**src/hdl/bfx_pkg.sv**
```systemverilog
// shared types and constants of the instruction executor
package bfx_pkg;

    localparam int POS_W  = 16;
    localparam int SKIP_W = 16;

    localparam logic [SKIP_W-1:0] SKIP_MAX = '1;

    localparam logic [7:0] CH_RIGHT = 8'h3E;
    localparam logic [7:0] CH_LEFT  = 8'h3C;
    localparam logic [7:0] CH_INC   = 8'h2B;
    localparam logic [7:0] CH_DEC   = 8'h2D;
    localparam logic [7:0] CH_OUT   = 8'h2E;
    localparam logic [7:0] CH_IN    = 8'h2C;
    localparam logic [7:0] CH_OPEN  = 8'h5B;
    localparam logic [7:0] CH_CLOSE = 8'h5D;

    localparam int S_TDATA_W = 32;
    localparam int S_TUSER_W = 1;
    localparam int M_TDATA_W = 32;
    localparam int M_TUSER_W = 2;

    typedef enum logic [3:0] {
        OP_NOP,
        OP_RIGHT,
        OP_LEFT,
        OP_INC,
        OP_DEC,
        OP_OUT,
        OP_IN,
        OP_OPEN,
        OP_CLOSE,
        OP_EOP
    } op_t;

    typedef enum logic [2:0] {
        ST_OK        = 3'd0,
        ST_HALT      = 3'd1,
        ST_UNMATCHED = 3'd2,
        ST_OVERFLOW  = 3'd3,
        ST_UNDERFLOW = 3'd4
    } status_t;

    typedef struct packed {
        op_t              op;
        logic [POS_W-1:0] pos;
        logic [7:0]       in_char;
    } item_t;

endpackage

```
**src/hdl/bfx_front.sv**
```systemverilog
// front end: accepts requests, decodes the command and queues it
module bfx_front (
    input  logic                           clk,
    input  logic                           rst_n,
    input  logic                           hold,
    input  logic                           s_tvalid,
    output logic                           s_tready,
    input  logic [bfx_pkg::S_TDATA_W-1:0]  s_tdata,
    input  logic [bfx_pkg::S_TUSER_W-1:0]  s_tuser,
    output logic                           q_valid,
    input  logic                           q_ready,
    output bfx_pkg::item_t                 q_item
);

    localparam int QDEPTH = 2;

    bfx_pkg::item_t  q_mem_reg [QDEPTH];
    logic            wr_ptr_reg;
    logic            wr_ptr_next;
    logic            rd_ptr_reg;
    logic            rd_ptr_next;
    logic [1:0]      count_reg;
    logic [1:0]      count_next;
    logic            push;
    logic            pop;
    bfx_pkg::op_t    dec_op;
    bfx_pkg::item_t  new_item;

    always_comb
    begin
        if (s_tuser[0])
        begin
            dec_op = bfx_pkg::OP_EOP;
        end
        else
        begin
            unique case (s_tdata[7:0])
                bfx_pkg::CH_RIGHT: dec_op = bfx_pkg::OP_RIGHT;
                bfx_pkg::CH_LEFT:  dec_op = bfx_pkg::OP_LEFT;
                bfx_pkg::CH_INC:   dec_op = bfx_pkg::OP_INC;
                bfx_pkg::CH_DEC:   dec_op = bfx_pkg::OP_DEC;
                bfx_pkg::CH_OUT:   dec_op = bfx_pkg::OP_OUT;
                bfx_pkg::CH_IN:    dec_op = bfx_pkg::OP_IN;
                bfx_pkg::CH_OPEN:  dec_op = bfx_pkg::OP_OPEN;
                bfx_pkg::CH_CLOSE: dec_op = bfx_pkg::OP_CLOSE;
                default:           dec_op = bfx_pkg::OP_NOP;
            endcase
        end
    end

    assign new_item.op      = dec_op;
    assign new_item.pos     = s_tdata[23:8];
    assign new_item.in_char = s_tdata[31:24];

    assign s_tready = !hold && (count_reg != 2'(QDEPTH));
    assign q_valid  = (count_reg != 2'd0);
    assign q_item   = q_mem_reg[rd_ptr_reg];
    assign push     = s_tvalid && s_tready;
    assign pop      = q_valid && q_ready;

    always_comb
    begin
        wr_ptr_next = push ? !wr_ptr_reg : wr_ptr_reg;
        rd_ptr_next = pop ? !rd_ptr_reg : rd_ptr_reg;
        count_next  = count_reg;
        if (push && !pop)
        begin
            count_next = count_reg + 2'd1;
        end
        else if (pop && !push)
        begin
            count_next = count_reg - 2'd1;
        end
    end

    always_ff @(posedge clk or negedge rst_n)
    begin
        if (!rst_n)
        begin
            wr_ptr_reg <= 1'b0;
            rd_ptr_reg <= 1'b0;
            count_reg  <= 2'd0;
        end
        else
        begin
            wr_ptr_reg <= wr_ptr_next;
            rd_ptr_reg <= rd_ptr_next;
            count_reg  <= count_next;
        end
    end

    always_ff @(posedge clk)
    begin
        if (push)
        begin
            q_mem_reg[wr_ptr_reg] <= new_item;
        end
    end

endmodule

```
**config.mk**
```make
export PLATFORM = sky130hd
export DESIGN_NAME = bfx_front
export DESIGN_NICKNAME = d
export VERILOG_FILES = /design/src/hdl/bfx_pkg.sv /design/src/hdl/bfx_front.sv
export SDC_FILE = /design/constraint.sdc
export NUM_CORES = 1
export LEC_CHECK = 0
export BUFFER_PORTS_ARGS = -buffer_cell sky130_fd_sc_hd__buf_2
export CORE_AREA = 2 2 112 60
export DETAILED_ROUTE_END_ITERATION = 16
export DIE_AREA = 0 0 114 62
export PLACE_DENSITY = 0.69
export SYNTH_ARGS = -nofsm -noshare
export SYNTH_HDL_FRONTEND = slang
export SYNTH_SLANG_ARGS = --single-unit
```
**constraint.sdc**
```tcl
create_clock -name clk -period 2.36 [get_ports clk]
set_input_delay 0.118 -clock clk [delete_from_list [all_inputs] [get_ports clk]]
set_output_delay 0.118 -clock clk [all_outputs]
set_load 0.03 [all_outputs]
```
==> results.md <==
- The die is 62 µm tall.
- The number of placed instances with taps included is 273.
- Setup repair after global routing left no endpoint under its margin.
- The synthesized instance count is 124.
- Based on the critical path, the design can be clocked at up to 538 MHz.
- The type of the setup path with the least slack is register to output port.
- For this run, the number of standard cells in the final layout without fillers is 312.
- The number of cells on the worst hold path is 1.
- The count of buffers added on input and output ports is 67.
- Of all nets on the critical path, the largest fanout is 19.
- Of the total power, the share spent switching nets is 0.312.
- After clock tree synthesis, the clock-pin slew on the worst setup and hold paths is 0.05 ns.
- The area growth from synthesis to layout is 43.0%.
- The number of antenna violations at the first check in global routing was 0.
- The area used by sequential logic in the layout is 0.00178 mm².
- By count the netlist is led by 56 x sky130_fd_sc_hd__edfxtp_1, 28 x sky130_fd_sc_hd__mux2_2, 5 x sky130_fd_sc_hd__inv_1.
- Of the post-synthesis cell area, the dominant cell type holds 0.713.
- The clock latency of the later-clocked register in the worst-skew pair is 0.32 ns.
- The cell taking the most area after synthesis is sky130_fd_sc_hd__edfxtp_1.
- The library cell with the highest instance count after synthesis is sky130_fd_sc_hd__edfxtp_1.
- CTS built an H-tree with a depth of 3.
- The number of warnings issued by yosys is 0.
- The detail route stage leaves a number of antenna-violating nets equal to 0.
- The final-report max-slew violation count is 0.
- Dividing the detail-routed wire length by the instance count gives 13.7 µm.
- The first global-routing pass estimated 6.60 mm of wire.
- The TritonCTS clock tree is built.
- The number of DRC markers after the initial detailed-route iteration is 56.
- The detailed placement HPWL is 2.89 mm.
- The buffer cell driving the clock tree root is sky130_fd_sc_hd__clkbuf_16.
- Headroom to the max-slew limit came out at 0.664.
- Cell internal power was estimated by the tool at 2.75 mW.
- The fraction of power consumed by combinational cells is 0.300.
- STA classifies the critical path startpoint as a register.
- The hold violation count in the final report is 0.
- Summed over all failing endpoints, the final setup total negative slack is 0 ns.
- In this run, synthesis inferred 56 flip-flops with an integrated enable.
- For this design the ratio of total power to cell area is 1180 mW/mm².
- The worst setup path is captured at an output port.
- The DRC violation count after routing is 0.
- The net count of the finished layout is 266.
- The core region is 0.00625 mm².
- The final setup violation count is 0.
- During I/O placement, the number of pins put on the boundary was 68.
- The global-route usage over all layers is 0.131.
- Across the run, the number of max-cap violations was 0.
- The post-route minimum period is 1.86 ns.
- The slack of the worst reg-to-reg path is 0.86 ns.
- The number of gates resized after CTS was 0.
- The part of the power in registers is 0.357.
- The overall overflow remaining after global route is 0.
- In the routed layout, each cell is associated on average with a via count of 4.44.
- The floorplan has 21 rows.
- The longest clock path from root to sink contains 2 buffers.
- The total number of clock tree sinks is 60.
- Summed over all cells, the static leakage comes to 1.32 nW.
- Summing all multi-input logic gate instances after layout gives 534 µm².
- The run finished with clean final reports.
- The share of cells above drive strength 1 is 0.517.
- Dividing the synthesized area by the synthesized cell count gives 19.0 µm².
- The clock arrives with 0.00358 ns of skew.
- The final weighted congestion in routability-driven placement is 0.738.
- IR analysis of the VDD net gives a maximum drop of 531 µV.
- Data on the critical path arrives at its endpoint at 1.74 ns.
- In the synthesized netlist the dominant register cell turns out to be sky130_fd_sc_hd__edfxtp_1.
- The wire length after detailed routing is 4.29 mm.
- Synthesis produced a netlist with a net count of 163.
- The number of flip-flops under the largest register name is 56.
- The total number of vias is 1,386.
- The die covers 0.00707 mm².
- The worst register-to-register path has a depth of 6.
- The switching power total is 1.24 mW.
- Counting flops and latches in the post-synthesis netlist gives 60.
- The share of synthesized flip-flops with an asynchronous set or reset is 0.0667.
- The mapped cell area is 0.00236 mm².
- The data required time at the worst endpoint is 2.24 ns.
- In this run, CTS created clock tree buffers numbering 9.
- The netlist uses 27 different library cells.
- The number of optimization iterations in the first detailed-route pass is 4.
- The share of the Yosys chip area taken by registers is 0.755.
- The die is 114 µm wide.
- The slew at the pin closest to its max-slew limit is 0.504 ns.
- The filler cell count is 512.
- In the post-synthesis netlist, the biggest area contributors are sky130_fd_sc_hd__edfxtp_1 71%, sky130_fd_sc_hd__mux2_2 13%, sky130_fd_sc_hd__dfrtp_1 4.2%.
- The worst hold path belongs to the class primary input to register.
- The starting density of the core is 0.377.
- The repair_antennas step left the layout with diodes totalling 0.
- Of the total power, the clock network draws 0.344.
- Entering global routing, the biggest net connects 20 pins.
- In the finished design, the share of the clock period the worst path needs comes to 0.788.
- The via count of the first global-routing pass is 1,412.
[worst max-delay path: stages, from the launching register on]
cell and delay, ns:
sky130_fd_sc_hd__dfrtp_1 0.65, sky130_fd_sc_hd__buf_12 0.23, sky130_fd_sc_hd__mux2_2 0.35, sky130_fd_sc_hd__buf_2 0.18
[layer usage]
metal  routed length, µm  GRT usage  vias up
met5                   0          0        -
met4                  46     0.0575        0
met3                 290     0.0533        6
met2                1900      0.206       46
met1                2050      0.164      643
li1                    -          -      691
[placed cells by master, fill, tap and decap left out, types with 2 or more instances in the layout]
cell type	count
sky130_fd_sc_hd__buf_2	67
sky130_fd_sc_hd__edfxtp_1	56
sky130_fd_sc_hd__mux2_2	28
sky130_fd_sc_hd__dlygate4sd3_1	23
sky130_fd_sc_hd__clkbuf_16	9
sky130_fd_sc_hd__inv_1	5
sky130_fd_sc_hd__xnor2_1	4
sky130_fd_sc_hd__dfrtp_1	4
sky130_fd_sc_hd__buf_4	4
sky130_fd_sc_hd__nor2_1	3
sky130_fd_sc_hd__and4b_1	2
sky130_fd_sc_hd__inv_6	2
sky130_fd_sc_hd__bufinv_16	2
[final cells by class]
type                    instances  area share
well taps                      80      0.0297
repair buffers                 95       0.182
clock inverters                 7      0.0293
clock buffers                   9      0.0667
flip-flops and latches         60       0.528
inverters                       5     0.00556
multi-input cells              56       0.158
[metrics by stage]
stage	power, mW	hold WS [ns]	util	area (µm²)	setup slack (ns)
final	3.99	0.0173	0.540	3370	0.501
after global routing	4.19	0.00801	0.540	3370	0.392
after CTS	4.05	0.00651	0.540	3370	0.463
after detailed placement	2.62	-0.0696	0.451	2820	0.810
after global placement	2.61	-0.0692	0.451	2820	0.838
after floorplan	2.30	-0.178	-	2360	0.138
[path summary, 6_finish.rpt]
path / startpoint / end
worst max-delay path: rd_ptr_reg$_DFFE_PN0P_ / q_item[0]
worst min register to register: wr_ptr_reg$_DFFE_PN0N_ / wr_ptr_reg$_DFFE_PN0N_
worst max register to register: count_reg[0]$_DFFE_PN0P_ / count_reg[1]$_DFFE_PN0P_
max in group asynchronous: rst_n / rd_ptr_reg$_DFFE_PN0P_
min in group asynchronous: rst_n / wr_ptr_reg$_DFFE_PN0N_
worst min-delay path: s_tdata[24] / q_mem_reg[1][0]$_DFFE_PP_
[power by group through the flow]
stage          combinational [mW]  clock [mW]  sequential, mW
6_report                     1.20        1.37            1.43
2_1_floorplan               0.901           0            1.40
4_1_cts                      1.21        1.41            1.43
3_3_place_gp                 1.17           0            1.44
5_1_grt                      1.28        1.45            1.45
3_5_place_dp                 1.18           0            1.45
[kinds of logic (layout without fill, tap and decap cells)]
kind of cell / after synthesis / in the layout / share of synthesized area
mux: 28 / 28 / 0.134
xor+xnor: 5 / 5 / 0.0186
compound gates: 9 / 9 / 0.0302
simple gates: 13 / 13 / 0.0376
flops: 60 / 60 / 0.755
fa+ha+maj: 1 / 1 / 0.00530
buf+inv: 8 / 116 / 0.0196
[timing repair]
action	CTS	global route
endpoints found under the hold margin	48	0
setup buffers	0	0
hold buffers	23	0
Note: power is estimated with default switching activity, not from simulation.
